### config.mk
export PLATFORM = sky130hd
export DESIGN_NAME = axis_jog_sequencer
export DESIGN_NICKNAME = d
export VERILOG_FILES = /design/src/hdl/ajs_pkg.sv /design/src/hdl/axis_jog_sequencer.sv
export SDC_FILE = /design/constraint.sdc
export NUM_CORES = 1
export LEC_CHECK = 0
export BUFFER_PORTS_ARGS = -buffer_cell sky130_fd_sc_hd__buf_2
export CAP_MARGIN = 20
export CORE_MARGIN = 2
export CORE_UTILIZATION = 35
export CTS_BUF_LIST = sky130_fd_sc_hd__clkbuf_4
export CTS_CLUSTER_SIZE = 24
export DETAILED_ROUTE_END_ITERATION = 16
export GPL_TIMING_DRIVEN = 0
export MAX_ROUTING_LAYER = met4
export PLACE_DENSITY_LB_ADDON = 0.15
export SYNTH_ARGS = -nofsm -noshare
export SYNTH_HDL_FRONTEND = slang
export SYNTH_SLANG_ARGS = --single-unit
### constraint.sdc
create_clock -name aclk -period 10.3 [get_ports aclk]
set_input_delay 2.06 -clock aclk [delete_from_list [all_inputs] [get_ports aclk]]
set_output_delay 2.06 -clock aclk [all_outputs]
set_load 0.01 [all_outputs]
### src/hdl/ajs_pkg.sv
// Shared types and codes for the arm jog sequencer.
// Holds the transaction structs, operation/mode/command codes and reset levels.
// No dependencies.
`default_nettype none

package ajs_pkg;

    // Coordinate width, fixed by the telemetry field widths
    localparam int COORD_BITS = 16;
    localparam int GAP_BITS   = 10;
    localparam int CMD_BITS   = 4;
    localparam int OP_BITS    = 3;
    localparam int PHASE_BITS = 2;
    localparam int CFG_BITS   = 10;

    // Configuration register indexes
    localparam logic CFG_OPEN_LEVEL   = 1'b0;
    localparam logic CFG_CLOSED_LEVEL = 1'b1;

    localparam logic [GAP_BITS-1:0] OPEN_LEVEL_RST   = 10'd215;
    localparam logic [GAP_BITS-1:0] CLOSED_LEVEL_RST = 10'd115;

    // Operation codes of an input transaction
    localparam logic [OP_BITS-1:0] OP_TELEMETRY = 3'd0;
    localparam logic [OP_BITS-1:0] OP_MOVE      = 3'd1;
    localparam logic [OP_BITS-1:0] OP_WRIST     = 3'd2;
    localparam logic [OP_BITS-1:0] OP_GRIPPER   = 3'd3;
    localparam logic [OP_BITS-1:0] OP_HOME      = 3'd4;

    // Motion modes
    localparam logic [OP_BITS-1:0] MODE_IDLE    = 3'd0;
    localparam logic [OP_BITS-1:0] MODE_MOVE    = 3'd1;
    localparam logic [OP_BITS-1:0] MODE_WRIST   = 3'd2;
    localparam logic [OP_BITS-1:0] MODE_GRIPPER = 3'd3;
    localparam logic [OP_BITS-1:0] MODE_HOME    = 3'd4;

    // Gripper phases
    localparam logic [PHASE_BITS-1:0] PH_OPENING = 2'd0;
    localparam logic [PHASE_BITS-1:0] PH_CLOSING = 2'd1;

    // Jog commands
    localparam logic [CMD_BITS-1:0] JOG_NONE      = 4'd0;
    localparam logic [CMD_BITS-1:0] JOG_X_POS     = 4'd1;
    localparam logic [CMD_BITS-1:0] JOG_X_NEG     = 4'd2;
    localparam logic [CMD_BITS-1:0] JOG_Y_POS     = 4'd3;
    localparam logic [CMD_BITS-1:0] JOG_Y_NEG     = 4'd4;
    localparam logic [CMD_BITS-1:0] JOG_Z_POS     = 4'd5;
    localparam logic [CMD_BITS-1:0] JOG_Z_NEG     = 4'd6;
    localparam logic [CMD_BITS-1:0] JOG_WRIST_CW  = 4'd7;
    localparam logic [CMD_BITS-1:0] JOG_WRIST_CCW = 4'd8;
    localparam logic [CMD_BITS-1:0] JOG_OPEN      = 4'd9;
    localparam logic [CMD_BITS-1:0] JOG_CLOSE     = 4'd10;

    // Wrist half-turn limits
    localparam logic signed [COORD_BITS-1:0] WRIST_HALF = 16'sd180;
    localparam logic signed [COORD_BITS-1:0] WRIST_MAX  = 16'sd360;
    localparam logic signed [COORD_BITS-1:0] WRIST_MIN  = 16'sd0;

    typedef logic signed [COORD_BITS-1:0] coord_t;

    typedef struct packed {
        logic [OP_BITS-1:0]  operation;
        coord_t              pos_x;
        coord_t              pos_y;
        coord_t              pos_z;
        coord_t              wrist_angle;
        logic [GAP_BITS-1:0] gripper_gap;
        coord_t              goal_x;
        coord_t              goal_y;
        coord_t              goal_z;
        logic                turn_clockwise;
    } in_t;

    typedef struct packed {
        logic [CMD_BITS-1:0] jog_command;
        logic                busy_res;
    } out_t;

    // Jog toward goal on one axis (0 x, 1 y, 2 z); none when matched
    function automatic logic [CMD_BITS-1:0] axis_cmd(input logic [1:0] axis,
                                                     input coord_t cur,
                                                     input coord_t goal);
        logic [CMD_BITS-1:0] cmd;
        cmd = JOG_NONE;
        if (cur != goal) begin
            case (axis)
                2'd0:    cmd = (cur < goal) ? JOG_X_POS : JOG_X_NEG;
                2'd1:    cmd = (cur < goal) ? JOG_Y_POS : JOG_Y_NEG;
                2'd2:    cmd = (cur < goal) ? JOG_Z_POS : JOG_Z_NEG;
                default: cmd = JOG_NONE;
            endcase
        end
        return cmd;
    endfunction

endpackage

`default_nettype wire

### src/hdl/axis_jog_sequencer.sv
// Arm jog sequencer top level: state update and next-command selection.
// Depends on ajs_pkg for transaction structs, codes and the axis compare.
//
//  channel | ports                       | moves
//  --------+-----------------------------+------------------------------------
//  input   | s_valid s_ready s_data      | telemetry report or start request
//  result  | m_valid m_ready m_data      | next jog command and busy flag
//  config  | cfg_we cfg_index cfg_data   | gripper open / closed levels
//
// One transaction per cycle: the state update and command pick are one pass
// of compares into the state and result registers.
// The result register holds a finished result while the next transaction is
// taken whenever m_ready is high; a stalled result stops intake.
// Reset (synchronous, active low) clears the positions, home, goals and mode
// and loads the default gripper levels. No clearing pass.
`default_nettype none

module axis_jog_sequencer (
    input  wire logic                         aclk,
    input  wire logic                         aresetn,
    input  wire logic                         s_valid,
    output logic                              s_ready,
    input  wire ajs_pkg::in_t                 s_data,
    output logic                              m_valid,
    input  wire logic                         m_ready,
    output ajs_pkg::out_t                     m_data,
    input  wire logic                         cfg_we,
    input  wire logic                         cfg_index,
    input  wire logic [ajs_pkg::CFG_BITS-1:0] cfg_data
);

    // Configuration
    logic [ajs_pkg::GAP_BITS-1:0] open_level_reg;
    logic [ajs_pkg::GAP_BITS-1:0] closed_level_reg;

    // Tracked state
    ajs_pkg::coord_t              cur_x_reg, cur_y_reg, cur_z_reg, cur_wrist_reg;
    logic [ajs_pkg::GAP_BITS-1:0] cur_gap_reg;
    ajs_pkg::coord_t              home_reg   [3];
    logic                         home_latched_reg;
    ajs_pkg::coord_t              target_reg [3];
    ajs_pkg::coord_t              wrist_goal_reg;
    logic [ajs_pkg::OP_BITS-1:0]    mode_reg;
    logic [ajs_pkg::PHASE_BITS-1:0] phase_reg;

    // Next values
    ajs_pkg::coord_t              cur_x_next, cur_y_next, cur_z_next, cur_wrist_next;
    logic [ajs_pkg::GAP_BITS-1:0] cur_gap_next;
    ajs_pkg::coord_t              home_next   [3];
    logic                         home_latched_next;
    ajs_pkg::coord_t              target_next [3];
    ajs_pkg::coord_t              wrist_goal_next;
    logic [ajs_pkg::OP_BITS-1:0]    mode_next;
    logic [ajs_pkg::PHASE_BITS-1:0] phase_next;
    logic [ajs_pkg::CMD_BITS-1:0]   cmd_next;

    // Result register
    logic          m_valid_reg;
    ajs_pkg::out_t m_data_reg;

    logic accept;

    assign s_ready = !m_valid_reg || m_ready;
    assign accept  = s_valid && s_ready;
    assign m_valid = m_valid_reg;
    assign m_data  = m_data_reg;

    // Apply the transaction, then pick the next jog of the active motion
    always_comb begin
        logic [ajs_pkg::OP_BITS-1:0]    mode_mid;
        logic [ajs_pkg::PHASE_BITS-1:0] phase_mid;
        logic [ajs_pkg::CMD_BITS-1:0]   ax_cmd [3];
        ajs_pkg::coord_t                cur_pos [3];
        logic [ajs_pkg::CMD_BITS-1:0]   seq_cmd;
        logic [ajs_pkg::PHASE_BITS-1:0] seq_phase;

        cur_x_next        = cur_x_reg;
        cur_y_next        = cur_y_reg;
        cur_z_next        = cur_z_reg;
        cur_wrist_next    = cur_wrist_reg;
        cur_gap_next      = cur_gap_reg;
        home_next         = home_reg;
        home_latched_next = home_latched_reg;
        target_next       = target_reg;
        wrist_goal_next   = wrist_goal_reg;
        mode_mid          = mode_reg;
        phase_mid         = phase_reg;

        if (s_data.operation == ajs_pkg::OP_TELEMETRY) begin
            cur_x_next     = s_data.pos_x;
            cur_y_next     = s_data.pos_y;
            cur_z_next     = s_data.pos_z;
            cur_wrist_next = s_data.wrist_angle;
            cur_gap_next   = s_data.gripper_gap;
            // First report after reset is home
            if (!home_latched_reg) begin
                home_next[0]      = s_data.pos_x;
                home_next[1]      = s_data.pos_y;
                home_next[2]      = s_data.pos_z;
                home_latched_next = 1'b1;
            end
        end else if (mode_reg == ajs_pkg::MODE_IDLE) begin
            // Start request; ignored while a motion runs
            case (s_data.operation)
                ajs_pkg::OP_MOVE: begin
                    mode_mid       = ajs_pkg::MODE_MOVE;
                    target_next[0] = s_data.goal_x;
                    target_next[1] = s_data.goal_y;
                    target_next[2] = s_data.goal_z;
                end
                ajs_pkg::OP_WRIST: begin
                    mode_mid = ajs_pkg::MODE_WRIST;
                    if (s_data.turn_clockwise) begin
                        wrist_goal_next = (cur_wrist_reg < ajs_pkg::WRIST_MAX) ?
                                          cur_wrist_reg + ajs_pkg::WRIST_HALF :
                                          ajs_pkg::WRIST_MAX;
                    end else begin
                        wrist_goal_next = (cur_wrist_reg > ajs_pkg::WRIST_MIN) ?
                                          cur_wrist_reg - ajs_pkg::WRIST_HALF :
                                          ajs_pkg::WRIST_MIN;
                    end
                end
                ajs_pkg::OP_GRIPPER: mode_mid = ajs_pkg::MODE_GRIPPER;
                ajs_pkg::OP_HOME:    mode_mid = ajs_pkg::MODE_HOME;
                default:             mode_mid = ajs_pkg::MODE_IDLE;
            endcase
            phase_mid = '0;
        end

        // Per-axis jog toward the goal of the active axis motion
        cur_pos[0] = cur_x_next;
        cur_pos[1] = cur_y_next;
        cur_pos[2] = cur_z_next;
        for (int a = 0; a < 3; a++) begin
            ax_cmd[a] = ajs_pkg::axis_cmd(2'(a), cur_pos[a],
                            (mode_mid == ajs_pkg::MODE_MOVE) ? target_next[a]
                                                             : home_next[a]);
        end

        seq_cmd   = ajs_pkg::JOG_NONE;
        seq_phase = '0;
        case (mode_mid)
            ajs_pkg::MODE_MOVE: begin
                // X, Y, Z order: lowest unmatched axis at or after the phase
                for (int a = 2; a >= 0; a--) begin
                    if (2'(a) >= phase_mid && ax_cmd[a] != ajs_pkg::JOG_NONE) begin
                        seq_cmd   = ax_cmd[a];
                        seq_phase = 2'(a);
                    end
                end
            end
            ajs_pkg::MODE_HOME: begin
                // Z, Y, X order: phase counts up from Z
                for (int a = 0; a < 3; a++) begin
                    if (2'(2 - a) >= phase_mid && ax_cmd[a] != ajs_pkg::JOG_NONE) begin
                        seq_cmd   = ax_cmd[a];
                        seq_phase = 2'(2 - a);
                    end
                end
            end
            ajs_pkg::MODE_WRIST: begin
                if (cur_wrist_next != wrist_goal_next) begin
                    seq_cmd = (cur_wrist_next < wrist_goal_next) ?
                              ajs_pkg::JOG_WRIST_CW : ajs_pkg::JOG_WRIST_CCW;
                end
            end
            ajs_pkg::MODE_GRIPPER: begin
                if (phase_mid == ajs_pkg::PH_OPENING &&
                    cur_gap_next < open_level_reg) begin
                    seq_cmd   = ajs_pkg::JOG_OPEN;
                    seq_phase = ajs_pkg::PH_OPENING;
                end else if (cur_gap_next > closed_level_reg) begin
                    seq_cmd   = ajs_pkg::JOG_CLOSE;
                    seq_phase = ajs_pkg::PH_CLOSING;
                end
            end
            default: seq_cmd = ajs_pkg::JOG_NONE;
        endcase

        // Drop to idle once nothing is left to jog
        cmd_next   = seq_cmd;
        mode_next  = (seq_cmd == ajs_pkg::JOG_NONE) ? ajs_pkg::MODE_IDLE : mode_mid;
        phase_next = (seq_cmd == ajs_pkg::JOG_NONE) ? '0 : seq_phase;
    end

    // Control state and configuration
    always_ff @(posedge aclk) begin
        if (!aresetn) begin
            open_level_reg   <= ajs_pkg::OPEN_LEVEL_RST;
            closed_level_reg <= ajs_pkg::CLOSED_LEVEL_RST;
            cur_x_reg        <= '0;
            cur_y_reg        <= '0;
            cur_z_reg        <= '0;
            cur_wrist_reg    <= '0;
            cur_gap_reg      <= '0;
            home_reg         <= '{default: '0};
            home_latched_reg <= 1'b0;
            target_reg       <= '{default: '0};
            wrist_goal_reg   <= '0;
            mode_reg         <= ajs_pkg::MODE_IDLE;
            phase_reg        <= '0;
            m_valid_reg      <= 1'b0;
        end else begin
            if (cfg_we) begin
                case (cfg_index)
                    ajs_pkg::CFG_OPEN_LEVEL:   open_level_reg   <= cfg_data;
                    ajs_pkg::CFG_CLOSED_LEVEL: closed_level_reg <= cfg_data;
                    default: ;
                endcase
            end
            if (accept) begin
                cur_x_reg        <= cur_x_next;
                cur_y_reg        <= cur_y_next;
                cur_z_reg        <= cur_z_next;
                cur_wrist_reg    <= cur_wrist_next;
                cur_gap_reg      <= cur_gap_next;
                home_reg         <= home_next;
                home_latched_reg <= home_latched_next;
                target_reg       <= target_next;
                wrist_goal_reg   <= wrist_goal_next;
                mode_reg         <= mode_next;
                phase_reg        <= phase_next;
                m_valid_reg      <= 1'b1;
            end else if (m_ready) begin
                m_valid_reg <= 1'b0;
            end
        end
    end

    // Result payload
    always_ff @(posedge aclk) begin
        if (accept) begin
            m_data_reg.jog_command <= cmd_next;
            m_data_reg.busy_res    <= (cmd_next != ajs_pkg::JOG_NONE);
        end
    end

    // Idle always carries phase zero
    assert property (@(posedge aclk) disable iff (!aresetn)
        mode_reg == ajs_pkg::MODE_IDLE |-> phase_reg == '0)
        else $error("idle mode with nonzero phase");

    // Axis motions never park past the last axis; gripper has two phases
    assert property (@(posedge aclk) disable iff (!aresetn)
        (mode_reg == ajs_pkg::MODE_MOVE || mode_reg == ajs_pkg::MODE_HOME ||
         mode_reg == ajs_pkg::MODE_GRIPPER) |-> phase_reg != 2'd3)
        else $error("motion phase out of range");

    // Busy flag matches a pending jog
    assert property (@(posedge aclk) disable iff (!aresetn)
        m_valid |-> (m_data.busy_res == (m_data.jog_command != ajs_pkg::JOG_NONE)))
        else $error("busy flag disagrees with jog command");

    // A result is busy exactly when a motion remains active
    assert property (@(posedge aclk) disable iff (!aresetn)
        $past(accept) |-> (m_data.busy_res == (mode_reg != ajs_pkg::MODE_IDLE)))
        else $error("busy flag disagrees with motion mode");

    // Home latches only on a telemetry transaction
    assert property (@(posedge aclk) disable iff (!aresetn)
        $rose(home_latched_reg) |->
            $past(accept && s_data.operation == ajs_pkg::OP_TELEMETRY))
        else $error("home latched without telemetry");

    // A stalled result freezes the motion state
    assert property (@(posedge aclk) disable iff (!aresetn)
        m_valid && !m_ready |=> $stable(mode_reg) && $stable(phase_reg))
        else $error("motion state moved while result stalled");

endmodule

`default_nettype wire

Word-level counts from Yosys, hierarchy flattened
Cells that the tools add are included.
{"block": "totals", "regBits": 218, "input_bits": 142, "output_inout_bits": 7, "elab_cells": 121}
{"block": "op_classes", "add_sub_neg": 2, "order_cmp": 11, "eq_ne": 12, "muxes": 54, "bitwise": 1, "n_reduce_logical": 21}
{"op": "48-bit two-way mux", "count": 5}
{"op": "16-bit two-way mux", "count": 13}
{"op": "16-bit < comparator", "count": 4}
{"op": "16-bit inequality test", "count": 4}
{"op": "4-bit two-way mux", "count": 10}
{"op": "2-bit two-way mux", "count": 12}
{"op": "3-bit two-way mux", "count": 6}
{"op": "16-bit by 9-bit adder with 16-bit output, second input constant", "count": 1}
{"op": "16-bit by 1-bit greater-than comparator with 1-bit output, second input constant", "count": 1}
{"op": "16-bit by 10-bit < comparator with 1-bit output, second input constant", "count": 1}
{"op": "4-bit one-hot mux with 4 select lines", "count": 1}
{"op": "4-bit nonzero test", "count": 4}
{"op": "16-bit by 9-bit subtractor with 16-bit output, second input constant", "count": 1}
{"op": "3-bit by 2-bit == test with 1-bit output, second input constant", "count": 4}
{"op": "3-bit one-hot mux with 4 select lines", "count": 1}
{"op": "10-bit greater-than comparator", "count": 1}
{"op": "10-bit < comparator", "count": 1}
{"op": "10-bit two-way mux", "count": 1}
{"op": "1-bit logical AND", "count": 7}
{"op": "3-bit by 1-bit == test with 1-bit output, second input constant", "count": 2}
{"op": "3-bit == test, second input constant", "count": 2}
{"op": "3-bit zero test", "count": 2}
{"op": "2-bit one-hot mux with 3 select lines", "count": 1}
{"op": "2-bit AND reduction", "count": 3}
{"op": "other kinds (9)", "count": 13}

Logic depth before layout (Yosys ltp)
Gate-level depths: netlist of run 1.
{"block": "depth", "word_depth": 17, "ltp_mapped": 20}

Worst setup path after synthesis of run 1
No wires, ideal clock.
{"block": "synth_timing", "path_type": "input to register", "start": "in s_data[124] in the netlist's numbering", "end": "reg m_data_reg (netlist bit m_data[0]) (data pin)", "setup_time_ns": 0.272, "t_arrival_ns": 5.782, "slack_ns": 4.246, "path_stages": 17, "path_cell_list": "buf_2 > or3_1 > clkbuf_1 > nor2_1 > clkbuf_1 > buf_1 > nand2_1 > nand3_1 > o21ai_0 > ha_1 > nor2b_1 > o211ai_1 > a2111o_1 > or4bb_1 > and3_4 > or3_4 > or4_4"}
{"block": "synth_between", "elab_chain_cells": 16}
{"element": "from (decl)", "line": "axis_jog_sequencer.sv:23", "rtl": "input wire ajs_pkg::in_t s_data,"}
{"element": "3-bit == test (tied with other cells)", "line": "axis_jog_sequencer.sv:104", "rtl": "case (s_data.operation)"}
{"element": "3-bit one-hot mux with 4 select lines", "line": "axis_jog_sequencer.sv:104"}
{"element": "3-bit two-way mux", "line": "axis_jog_sequencer.sv:102", "rtl": "end else if (mode_reg == ajs_pkg::MODE_IDLE) begin"}
{"element": "3-bit two-way mux", "line": "axis_jog_sequencer.sv:89", "rtl": "if (s_data.operation == ajs_pkg::OP_TELEMETRY) begin"}
{"element": "3-bit by 1-bit == test with 1-bit output", "line": "axis_jog_sequencer.sv:136, axis_jog_sequencer.sv:142"}
{"element": "16-bit two-way mux", "line": "axis_jog_sequencer.sv:136", "rtl": "(mode_mid == ajs_pkg::MODE_MOVE) ? target_next[a]"}
{"element": "16-bit < comparator (on tied branches)", "line": "ajs_pkg.sv:87, ajs_pkg.sv:89"}
{"element": "2-bit two-way mux (on tied branches)", "line": "ajs_pkg.sv:87, ajs_pkg.sv:89"}
{"element": "2-bit two-way mux or 3-bit two-way mux (tied branches)", "line": "ajs_pkg.sv:85", "rtl": "if (cur != goal) begin"}
{"element": "4-bit nonzero test", "line": "axis_jog_sequencer.sv:146, axis_jog_sequencer.sv:155"}
{"element": "1-bit logical AND (on tied branches)", "line": "axis_jog_sequencer.sv:155, axis_jog_sequencer.sv:146"}
{"element": "4-bit two-way mux (on tied branches) (3 in a row)", "line": "axis_jog_sequencer.sv:155, axis_jog_sequencer.sv:146"}
{"element": "4-bit one-hot mux with 4 select lines (*)", "line": "axis_jog_sequencer.sv:142", "rtl": "case (mode_mid)"}
{"element": "via cmd_next (one bit)", "line": "axis_jog_sequencer.sv:55", "rtl": "logic [ajs_pkg::CMD_BITS-1:0] cmd_next;"}
{"element": "4-bit nonzero test (*)", "line": "axis_jog_sequencer.sv:234", "rtl": "m_data_reg.busy_res <= (cmd_next != ajs_pkg::JOG_NONE);"}
{"element": "to (decl)", "line": "axis_jog_sequencer.sv:59", "rtl": "ajs_pkg::out_t m_data_reg;"}
The timed path passes the listed nets; every way through them passes the cells marked *.
A chain may end at the register's enable or synchronous reset.

Worst setup path after layout of run 1
{"block": "layout_timing", "start": "in s_data[125] in the netlist's numbering", "end": "reg m_data_reg (netlist bit m_data[0]) (data pin)"}
Same word-level chain as after synthesis.

==> results.md, run 1 <==
- Outcome: finished clean
- Worst R2R Path Depth: 15
- Post-DP Area: 15000 µm²
- Worst Hold Endpoint: target_reg[5]$_SDFFE_PN0P_
- # DRC: 0
- Post-Layout Cell Count: 2644
- Wire length on met1: 21300 µm
- YS warnings: 0
- DRT Wirelength: 46300 µm
- Critical path data required time: 10.77 ns
- Full die area: 40500 µm²
- Core area: 38600 µm²
- Worst-path fanout max: 10
- F_max: 0.153 GHz
- Synthesized-area fraction occupied by adder cells: 7.91%
- Final hold violation count: 0
- TritonCTS Buffers: 69
- Power Total: 2.15 mW
- Clock sinks: 218
- CTS H-tree depth: 3
- Instance count of the mapped netlist: 1871
- Cts repair resizes: 0
- Number of synthesized flops with an enable pin: 5
- Fin Clk Skew: 0.0528 ns
- P_sw: 677 µW
- CP Class: input pin to flop
- Mux contribution to synthesized area: 4.45%
- Routed len/inst: 17.5 µm
- TNS Setup: 0 ns
- Leakage Power: 6.53 nW
- Gr ovfl total: 0
- Synth Area in Simple Gates: 28.6%
- Seq/Total Area, Yosys: 32.4%
- Slew Limit Fails: 0
- Period utilisation layout: 63.4%
- Worst hold slack: 0.460 ns
- Syn nets: 2099
- Total track usage: 23.3%
- Final setup margin: 3.77 ns
- Max-Cap Viols: 0
- Startpoint Class: input pin
- Post-layout util: 40.9%
- First-pass GRT wire length: 72300 µm
- Crit path largest cell delay: 0.72 ns
- Cell Rows: 72
- Hold Crit Class: flop to flop
- Synthesis-stage register bit count: 218
- Hold path depth: 2
- Worst-margin pin slew: 1.11 ns
- Clk pwr share: 38.9%
- Synth Area in XOR/XNOR: 0.322%
- Share of post-route cells with drive strength above 1: 15.4%
- Fill cell count: 4156
- VDD IR max: 0.0684 mV
- Largest net degree at the start of global routing: 15
- Reg clk slew, reported paths: 0.06 ns
- Switch share: 31.5%
- 1st-iter DRT viols: 888
- Worst Path Arrival: 7.00 ns
- Clock latency on the worst-skew pair: 0.74 ns
- Comb pwr share: 19.8%
- WL met3: 2610 µm
- Min cycle time layout: 6.53 ns
- Die Wd: 201 µm
- Fin nets: 2316
- Die height: 201 µm
- Setup repair bufs after CTS: 0
- CP top delay family: simple AND/OR/NAND/NOR gates
- Antenna violations before repair: 2
- Most frequent CP cell: o21ai_0
- Top Layer Used: met4
- Worst setup EP type: flop
- Main synth FF type: dfxtp_1
- # placed instances: 2535
- Syn Area/Cell: 7.27 µm²
- Clk buf depth: 3
- ANT nets after route: 0
- Slew Limit Headroom: 25.8%
- Vias in the first global route: 13139
- Critical-path cell list: buf_2 -> nor4_1 -> nand3b_1 -> buf_1 -> buf_1 -> mux2_2 -> o21ai_0 -> ha_1 -> o21ai_0 -> nor2_1 -> o21ai_0 -> or4bb_1 -> and3_4 -> or3_4 -> or4_4
- Hold Crit Start: target_reg[5]$_SDFFE_PN0P_
- IO Count: 149
- FF-to-FF setup slack: 4.52 ns
- Synth async-reset ratio: 0%
- Number of distinct library cells after synthesis: 85
- Sequential power share: 41.3%
- # port buffers: 146
- Power per cell area: 136 nW/µm²
- Routed vias: 13647
- Area growth, synth to finish: 15.9%
- Hold buffers post-CTS: 0
- Worst Path Buf+Inv: 3
- Compound-gate portion of the synthesized area: 21.7%
- RSZ-0062 raised after global routing: no
- DP Worst Slack: 2.99 ns
- Reg2reg start: mode_reg[2]$_SDFFE_PN0P_
- Routed wl met2: 21300 µm
- Worst r2r dst: m_data[0]$_DFFE_PP_
- Final instance area: 15800 µm²
- CTS tree: built
- Pint: 1.47 mW
- Initial Util: 35.3%
- CP Depth: 15
- DP Wirelength: 34700 µm
- DR pass1 iterations: 6
- Largest family of logic cells by synthesized area: simple AND/OR/NAND/NOR gates
- Root Buffer: clkbuf_4
- Critical path's slowest cell: buf_1
- Final setup fails: 0
- Post-Syn Area: 13600 µm²
- Final Wtd Congestion: 0.871
- Vias per cell: 5.16
-- worst max path at each step --
stage	from	to	slack, ns
after floorplan	s_data[124]	m_data[0]$_DFFE_PP_	4.25
after global placement	s_data[125]	m_data[0]$_DFFE_PP_	3.04
after detailed placement	s_data[125]	m_data[0]$_DFFE_PP_	2.99
after CTS	s_data[125]	m_data[0]$_DFFE_PP_	3.78
after global routing	s_data[125]	m_data[0]$_DFFE_PP_	3.44
final	s_data[125]	m_data[0]$_DFFE_PP_	3.77
-- worst min-delay path: cells and delay by family (launching register included) --
family | cells | cell delay [ns]
AO/OA/AOI/OAI | 1 | 0.06
flip-flops | 1 | 0.30
AND/OR/NAND/NOR | 1 | 0.05
-- metal layers --
| metal | GRT usage [%] | up-vias |
|---|---|---|
| li1 | - | 6848 |
| met4 | 8.22 | 0 |
| met1 | 29.6 | 6341 |
| met3 | 3.95 | 78 |
| met5 | - | - |
| met2 | 37.5 | 380 |
-- cell usage in the layout (no fill, tap or decap), drive strengths merged, types with 8 or more instances in the layout --
master / Yosys / layout
ha: 86 / 86
a21oi: 50 / 50
and4: 8 / 8
a211oi: 12 / 12
dfxtp: 213 / 213
nand3: 62 / 62
buf: 19 / 165
nand4: 17 / 17
clkinv: 0 / 9
o21ai: 102 / 102
o211ai: 16 / 16
nor2: 44 / 44
clkbuf: 107 / 200
a21boi: 181 / 181
inv: 36 / 39
nor2b: 10 / 10
nand2b: 13 / 13
nand2: 706 / 706
nor3: 15 / 15
mux2: 49 / 49
-- synthesized netlist by cell type (4+ instances only) --
library cell / n / area, µm²
a211o_1: 4 / 35.0
a211oi_1: 12 / 90.1
a21boi_0: 181 / 1360
a21o_1: 7 / 52.6
a21oi_1: 48 / 240
a31oi_1: 7 / 43.8
and2_1: 4 / 25.0
and3_1: 5 / 31.3
and4_1: 7 / 61.3
buf_1: 14 / 52.6
clkbuf_1: 107 / 402
dfxtp_1: 213 / 4260
edfxtp_1: 5 / 150
ha_1: 86 / 1080
inv_1: 35 / 131
mux2_2: 48 / 541
mux2i_1: 5 / 50.1
nand2_1: 706 / 2650
nand2b_1: 13 / 81.3
nand3_1: 62 / 310
nand4_1: 16 / 100
nor2_1: 43 / 161
nor2b_1: 9 / 56.3
nor3_1: 14 / 70.1
nor4_1: 5 / 31.3
o211a_1: 7 / 70.1
o211ai_1: 16 / 120
o21a_1: 4 / 30.0
o21ai_0: 99 / 495
o221a_2: 4 / 45.0
o221ai_1: 4 / 35.0
-- cell families (layout without fill, tap and decap cells) --
logic type / count (synthesis) / after routing
multiplexers: 54 / 54
XOR/XNOR: 5 / 5
AO/OA/AOI/OAI: 429 / 429
flip-flops: 218 / 218
other: 0 / 3
adder cells (fa/ha/maj): 86 / 86
buffers and inverters: 162 / 414
AND/OR/NAND/NOR: 917 / 917
-- power by group through the flow --
stage               clock network [mW]  logic [mW]  registers (mW)
floorplan                            0       0.270           0.903
global placement                     0       0.417           0.906
detailed placement                   0       0.422           0.907
CTS                              0.865       0.425           0.888
global route                     0.918       0.474           0.890
finish                           0.837       0.425           0.888
-- final cells by class --
type,instances,area (µm²),area share [%]
multi-input combinational,1491,8570,54.3
sequential,218,4410,28.0
timing repair buffer,146,731,4.63
clock buffer,93,698,4.43
tap,518,648,4.11
buffer,126,492,3.12
inverter,36,135,0.857
clock inverter,13,75.1,0.476
antenna,3,7.51,0.0476
Note: power is estimated with default switching activity, not from simulation.
==> run 2, diff against run 1 <==
--- a/config.mk
+++ b/config.mk
@@ -5,6 +5,7 @@
 export SDC_FILE = /design/constraint.sdc
 export NUM_CORES = 1
 export LEC_CHECK = 0
+export ABC_AREA = 1
 export BUFFER_PORTS_ARGS = -buffer_cell sky130_fd_sc_hd__buf_2
 export CAP_MARGIN = 20
 export CORE_MARGIN = 2
==> constraint.sdc (replaced) <==
create_clock -name aclk -period 5.6 [get_ports aclk]
set_input_delay 1.12 -clock aclk [delete_from_list [all_inputs] [get_ports aclk]]
set_output_delay 1.12 -clock aclk [all_outputs]
set_load 0.01 [all_outputs]
==> run 2 against run 1 <==
Compared with the run above: cell count is 5.1% higher; largest power group unchanged; highest routed layer unchanged; critical path type unchanged; via count rose by 1.7%; design area shrank 1.4%; power increased by 100%; clock skew up 0.0027 ns; clock power grew 94%; clock-buffer cell count increased by 6; global-route usage rose by 0.60 points.
==> results.md, run 2 <==
- Post-layout util: 41.4%
- Vias in the first global route: 13410
- Top post-synthesis cells by area: dfxtp_1 32%, nand2_1 13%, o21ai_0 12%
- GRT met1 Usage: 29.8%
- Worst setup path end: m_data[0]$_DFFE_PP_
- Worst Path Buf+Inv: 6
- Number of distinct library cells after synthesis: 47
- Sequential power share: 39.7%
- DP Wirelength: 34400 µm
- Full die area: 39600 µm²
- Fin nets: 2452
- Critical path data required time: 6.10 ns
- Most numerous cell in the Yosys netlist: nand2_1
- Hold Crit Class: flop to flop
- Fin Clk Skew: 0.0555 ns
- Synth top area share: 32.0%
- Final Wtd Congestion: 0.891
- P_sw: 1.41 mW
- Post-Layout Cell Count: 2779
- Grt met2 use: 39.1%
- First-pass GRT wire length: 71700 µm
- Period utilisation layout: 80.3%
- Worst hold slack: 0.462 ns
- ANT nets after route: 0
- Leakage Power: 7.75 nW
- Met3 Usage GRT: 4.32%
- Core area: 37600 µm²
- # placed instances: 2665
- Initial Util: 35.5%
- DR pass1 iterations: 5
- Cell taking the most area after synthesis: dfxtp_1
- Antenna violations before repair: 4
- Worst Path Arrival: 4.99 ns
- Final setup fails: 0
- CP top delay family: simple AND/OR/NAND/NOR gates
- Die height: 199 µm
- Synth async-reset ratio: 0%
- F_max: 0.222 GHz
- Worst r2r dst: m_data[0]$_DFFE_PP_
- Most frequent cells in the layout: 466 x nand2_1, 317 x o21ai_0, 292 x inv_1
- Syn Area/Cell: 6.64 µm²
- Clk buf depth: 3
- Storage cell area: 4410 µm²
- Critical path origin: s_data[125]
- Final setup margin: 1.10 ns
- Outcome: finished clean
- Clock latency on the worst-skew pair: 0.75 ns
- Worst-path fanout max: 10
- Largest net degree at the start of global routing: 15
- CTS tree: built
- Switch share: 32.8%
- CP Depth: 24
- CTS H-tree depth: 3
- Cell Rows: 71
- Min cycle time layout: 4.50 ns
- Instance count of the mapped netlist: 2007
- Critical-path cell list: buf_2 -> inv_2 -> nand2_1 -> nor2_2 -> inv_1 -> nor2_1 -> clkbuf_1 -> nand2_1 -> o21ai_0 -> o21ai_0 -> ha_1 -> nand2_1 -> nor2_2 -> nand2_1 -> nor3_1 -> nor2_2 -> inv_2 -> nand2_1 -> nand2_1 -> nand2_1 -> a21oi_1 -> nand3_2 -> nor2_4 -> inv_1
- TritonCTS Buffers: 68
- Cts repair resizes: 0
- VDD IR max: 0.116 mV
- DRT Wirelength: 45400 µm
- RSZ-0062 raised after global routing: no
- Final hold violation count: 0
- Share of post-route cells with drive strength above 1: 14.0%
- Area of the multi-input gates: 7290 µm²
- # port buffers: 147
- Routed len/inst: 16.3 µm
- TNS Setup: 0 ns
- Die Wd: 199 µm
- Pint: 2.88 mW
- Root Buffer: clkbuf_4
- Worst R2R Path Depth: 23
- Hold path depth: 2
- Hold buffers post-CTS: 0
- Worst-margin pin slew: 0.838 ns
- Fill cell count: 4136
- Gr ovfl total: 0
- YS warnings: 0
- Comb pwr share: 22.6%
- CP Class: input pin to flop
- Post-Syn Area: 13300 µm²
- Vias per cell: 5.00
- DP Worst Slack: 0.406 ns
- Reg2reg start: mode_reg[0]$_SDFFE_PN0P_
- Most frequent CP cell: nand2_1
- Most used routing layer: met2
- 1st-iter DRT viols: 783
- Power per cell area: 276 nW/µm²
- Total track usage: 23.9%
- Syn nets: 2235
- Commonest non-fill, non-tap cell in the layout: nand2_1
- Slew Limit Headroom: 44.1%
- Reg clk slew, reported paths: 0.06 ns
- Clock sinks: 218
- Synthesis-stage register bit count: 218
- Routed vias: 13885
- Crit path largest cell delay: 0.48 ns
- Clk pwr share: 37.8%
- FF-to-FF setup slack: 1.17 ns
- Critical path's slowest cell: clkbuf_1
- Max-Cap Viols: 0
- Slew Limit Fails: 0
- Setup repair bufs after CTS: 0
- Seq/Total Area, Yosys: 33.1%
- Number of synthesized flops with an enable pin: 5
- Worst setup EP type: flop
- Startpoint Class: input pin
- Main synth FF type: dfxtp_1
- # DRC: 0
- Area growth, synth to finish: 16.7%
- Synth cell count leaders: 466 x nand2_1, 317 x o21ai_0, 292 x inv_1
- IO Count: 149
run 2: cell types whose count changed in the layout (fill, tap and decap cells not counted), sizes merged, moves of 10 or more:
| cell | previous run | this run |
|---|---|---|
| o211ai | 16 | 60 |
| buf | 165 | 179 |
| nand3 | 62 | 38 |
| nor2b | 10 | 0 |
| clkbuf | 200 | 182 |
| inv | 39 | 305 |
| nand2 | 706 | 473 |
| mux2 | 49 | 0 |
| nor2 | 44 | 132 |
| a21oi | 50 | 137 |
| a211oi | 12 | 47 |
| nand2b | 13 | 0 |
| o21ai | 102 | 331 |
| a21boi | 181 | 1 |
run 2: per-layer routing:
layer  routed length, µm  share of wire, %  up-vias
li1                    -                 -     7053
met1               20500                45     6379
met2               21200                47      377
met3                2470               5.4       76
met4                1240               2.7        0
met5                   0                 0        -
run 2: worst min path at each step:
stage | slack (ns) | to | from
2_1_floorplan | 0.43 | open_level_reg[0]$_SDFFE_PN1P_ | open_level_reg[0]$_SDFFE_PN1P_
3_3_place_gp | 0.45 | closed_level_reg[8]$_SDFFE_PN0P_ | closed_level_reg[8]$_SDFFE_PN0P_
3_5_place_dp | 0.46 | closed_level_reg[8]$_SDFFE_PN0P_ | closed_level_reg[8]$_SDFFE_PN0P_
4_1_cts | 0.47 | closed_level_reg[8]$_SDFFE_PN0P_ | closed_level_reg[8]$_SDFFE_PN0P_
5_1_grt | 0.48 | closed_level_reg[8]$_SDFFE_PN0P_ | closed_level_reg[8]$_SDFFE_PN0P_
6_report | 0.46 | closed_level_reg[8]$_SDFFE_PN0P_ | closed_level_reg[8]$_SDFFE_PN0P_
run 2: power groups by stage:
stage | sequential [mW] | combinational, mW | clock (mW)
detailed placement | 1.73 | 0.964 | 0
finish | 1.70 | 0.969 | 1.62
global placement | 1.73 | 0.951 | 0
CTS | 1.70 | 0.970 | 1.68
floorplan | 1.73 | 0.659 | 0
global route | 1.71 | 1.11 | 1.76
run 2: logic make-up (layout without fill, tap and decap cells):
kind of cell / Yosys count / in the layout / share of synthesized area, %
DFF: 218 / 218 / 33.1
and+or+nand+nor: 675 / 675 / 20.9
buffers and inverters: 420 / 677 / 12.1
other: 0 / 4 / 0
muxes: 2 / 2 / 0.150
adders and majority gates: 86 / 86 / 8.08
AOI/OAI and AO/OA: 595 / 595 / 24.9
xor gates and xnor gates: 11 / 11 / 0.723
run 2: worst reg2reg max path: cells and delay by family (launching register included):
kind,cells,cell delay (ns)
buffers and inverters,4,0.71
flip-flops,1,0.34
adder cells (fa/ha/maj),1,0.39
AO/OA/AOI/OAI,3,0.53
AND/OR/NAND/NOR,15,2.20
run 2: through the flow:
step           cell area [µm²]  total power [mW]
3_3_place_gp             14700              2.68
6_report                 15500              4.29
2_1_floorplan            13300              2.39
4_1_cts                  15500              4.35
5_1_grt                  15500              4.58
3_5_place_dp             14700              2.70
run 2: cell type report:
| class | count | share of cell area (%) |
|---|---|---|
| diodes | 4 | 0.0644 |
| flip-flops and latches | 218 | 28.4 |
| repair buffers | 147 | 4.73 |
| multi-input cells | 1369 | 46.9 |
| plain buffers | 115 | 3.01 |
| clock buffers | 99 | 4.78 |
| well taps | 511 | 4.11 |
| inverters | 305 | 7.40 |
| clock inverters | 11 | 0.612 |
==> run 3, diff against run 2 <==
==> constraint.sdc (replaced) <==
create_clock -name aclk -period 3.85 [get_ports aclk]
set_input_delay 0.77 -clock aclk [delete_from_list [all_inputs] [get_ports aclk]]
set_output_delay 0.77 -clock aclk [all_outputs]
set_load 0.01 [all_outputs]
==> run 3 against run 2 <==
Compared with the run above: worst setup slack worse by 0.96 ns; sequential share of layout area down 0.87 points; non-clock buffer count up 20.
==> results.md, run 3 (synthesis gave the netlist of run 2 again) <==
- Core area: 37600 µm²
- Total track usage: 24.0%
- Worst Path Arrival: 4.20 ns
- Power per cell area: 399 nW/µm²
- TritonCTS Buffers: 68
- Vias in the first global route: 13448
- IO Count: 149
- ANT nets after route: 0
- Final hold violation count: 0
- Clock latency on the worst-skew pair: 0.73 ns
- Fin Clk Skew: 0.0536 ns
- Initial Util: 35.5%
- CP Class: flop to flop
- Final Wtd Congestion: 0.891
- Min cycle time layout: 3.71 ns
- Hold buffers post-CTS: 0
- Sequential power share: 38.7%
- Die height: 199 µm
- Vias per cell: 5.01
- Final setup fails: 0
- # DRC: 0
- Clk buf depth: 3
- Hold Crit Class: input pin to flop
- Worst setup EP type: flop
- Power Total: 6.41 mW
- Slew Limit Headroom: 46.1%
- Period utilisation layout: 96.4%
- Leakage Power: 7.97 nW
- Routed vias: 14011
- Area growth, synth to finish: 20.7%
- Root Buffer: clkbuf_4
- Most frequent cells in the layout: 450 x nand2_1, 303 x o21ai_0, 282 x inv_1
- Slew Limit Fails: 0
- Gr ovfl total: 0
- RSZ-0062 raised after global routing: yes
- CTS H-tree depth: 3
- # port buffers: 147
- Startpoint Class: flop
- DR pass1 iterations: 5
- Full die area: 39600 µm²
- 1st-iter DRT viols: 650
- Antenna violations before repair: 4
- Worst-margin pin slew: 0.806 ns
- Fill cell count: 4099
- First-pass GRT wire length: 71800 µm
- Commonest non-fill, non-tap cell in the layout: nand2_1
- DRT Wirelength: 46100 µm
- Die Wd: 199 µm
- Cell Rows: 71
- Largest net degree at the start of global routing: 15
- DP Wirelength: 34400 µm
- Reg clk slew, reported paths: 0.06 ns
- Pint: 4.28 mW
- P_sw: 2.13 mW
- Switch share: 33.3%
- Critical path data required time: 4.34 ns
- Comb pwr share: 24.5%
- VDD IR max: 0.161 mV
- Outcome: finished clean
- Clk pwr share: 36.9%
- Clock sinks: 218
- Fin nets: 2472
- Grt met2 use: 39.2%
- Share of post-route cells with drive strength above 1: 18.3%
- Worst-path fanout max: 6
- Routed len/inst: 16.5 µm
- Most used routing layer: met2
- F_max: 0.269 GHz
- Max-Cap Viols: 0
- Met3 Usage GRT: 4.32%
- CTS tree: built
- TNS Setup: 0 ns
- GRT met1 Usage: 29.8%
run 3: cell type report:
class / instances / area, µm² / share of cell area (%)
Sequential cell: 218 / 4430 / 27.5
Antenna cell: 4 / 10.0 / 0.0622
Tap cell: 511 / 639 / 3.98
Clock inverter: 11 / 95.1 / 0.591
Multi-Input combinational cell: 1369 / 7570 / 47.0
Clock buffer: 99 / 743 / 4.62
Inverter: 305 / 1160 / 7.19
Timing Repair Buffer: 168 / 897 / 5.58
Buffer: 114 / 549 / 3.42
run 3: worst paths after layout:
kind,startpoint,end,slack [ns],cells after the start
setup reg to reg,cur_wrist_reg[14]$_SDFFE_PN0P_,m_data[0]$_DFFE_PP_,0.14,26
setup / recovery,cur_wrist_reg[14]$_SDFFE_PN0P_,m_data[0]$_DFFE_PP_,0.14,26
hold / removal,cfg_data[6],closed_level_reg[6]$_SDFFE_PN1P_,0.31,3
hold reg to reg,closed_level_reg[8]$_SDFFE_PN0P_,closed_level_reg[8]$_SDFFE_PN0P_,0.46,2
run 3: per-stage QoR:
stage | setup slack [ns] | std cells | util, % | hold WS [ns] | cell area (µm²)
3_5_place_dp | -0.994 | 2665 | 39.1 | 0.459 | 14700
6_report | 0.139 | 2799 | 42.8 | 0.311 | 16100
5_1_grt | -0.0824 | 2799 | 42.8 | 0.280 | 16100
3_3_place_gp | -0.984 | 2665 | 39.1 | 0.452 | 14700
2_1_floorplan | 0.252 | 2007 | - | 0.429 | 13300
4_1_cts | 0.000923 | 2777 | 41.6 | 0.246 | 15600
run 3: critical path, cell delays in order, from the launching register on:
cell and delay (ns):
dfxtp_4 0.36, nor2_4 0.14, nand3_4 0.10, nor3_4 0.19, o221ai_2 0.12, nand2_2 0.12
inv_2 0.06, nor2_4 0.14, clkinvlp_4 0.17, buf_4 0.17, o211ai_1 0.15, o21ai_1 0.11
ha_1 0.28, nand2_1 0.08, inv_2 0.04, o21ai_1 0.07, nand2_1 0.10, a21oi_2 0.19
nand3_2 0.12, nand3_4 0.10, nand2_4 0.06, nor2_4 0.10, nand2_2 0.07, nor2_2 0.11
nand3_2 0.08, nor2_4 0.18, inv_2 0.05
run 3: what timing repair did:
action,4_1_cts,5_1_grt
gates resized for setup,26,126
pin swaps,2,48
endpoints found under the setup margin,9,8
setup buffers,2,19
run 3: power by group through the flow:
stage	Combinational, mW	Sequential [mW]	Clock, mW
2_1_floorplan	0.958	2.51	0
3_3_place_gp	1.38	2.52	0
3_5_place_dp	1.40	2.52	0
4_1_cts	1.43	2.47	2.44
5_1_grt	1.77	2.49	2.56
6_report	1.57	2.48	2.37
run 3: layer usage:
layer,part of all wire (%),up-vias
li1,-,7092
met1,45,6465
met2,47,373
met3,5.6,81
met4,2.8,0
met5,0,-
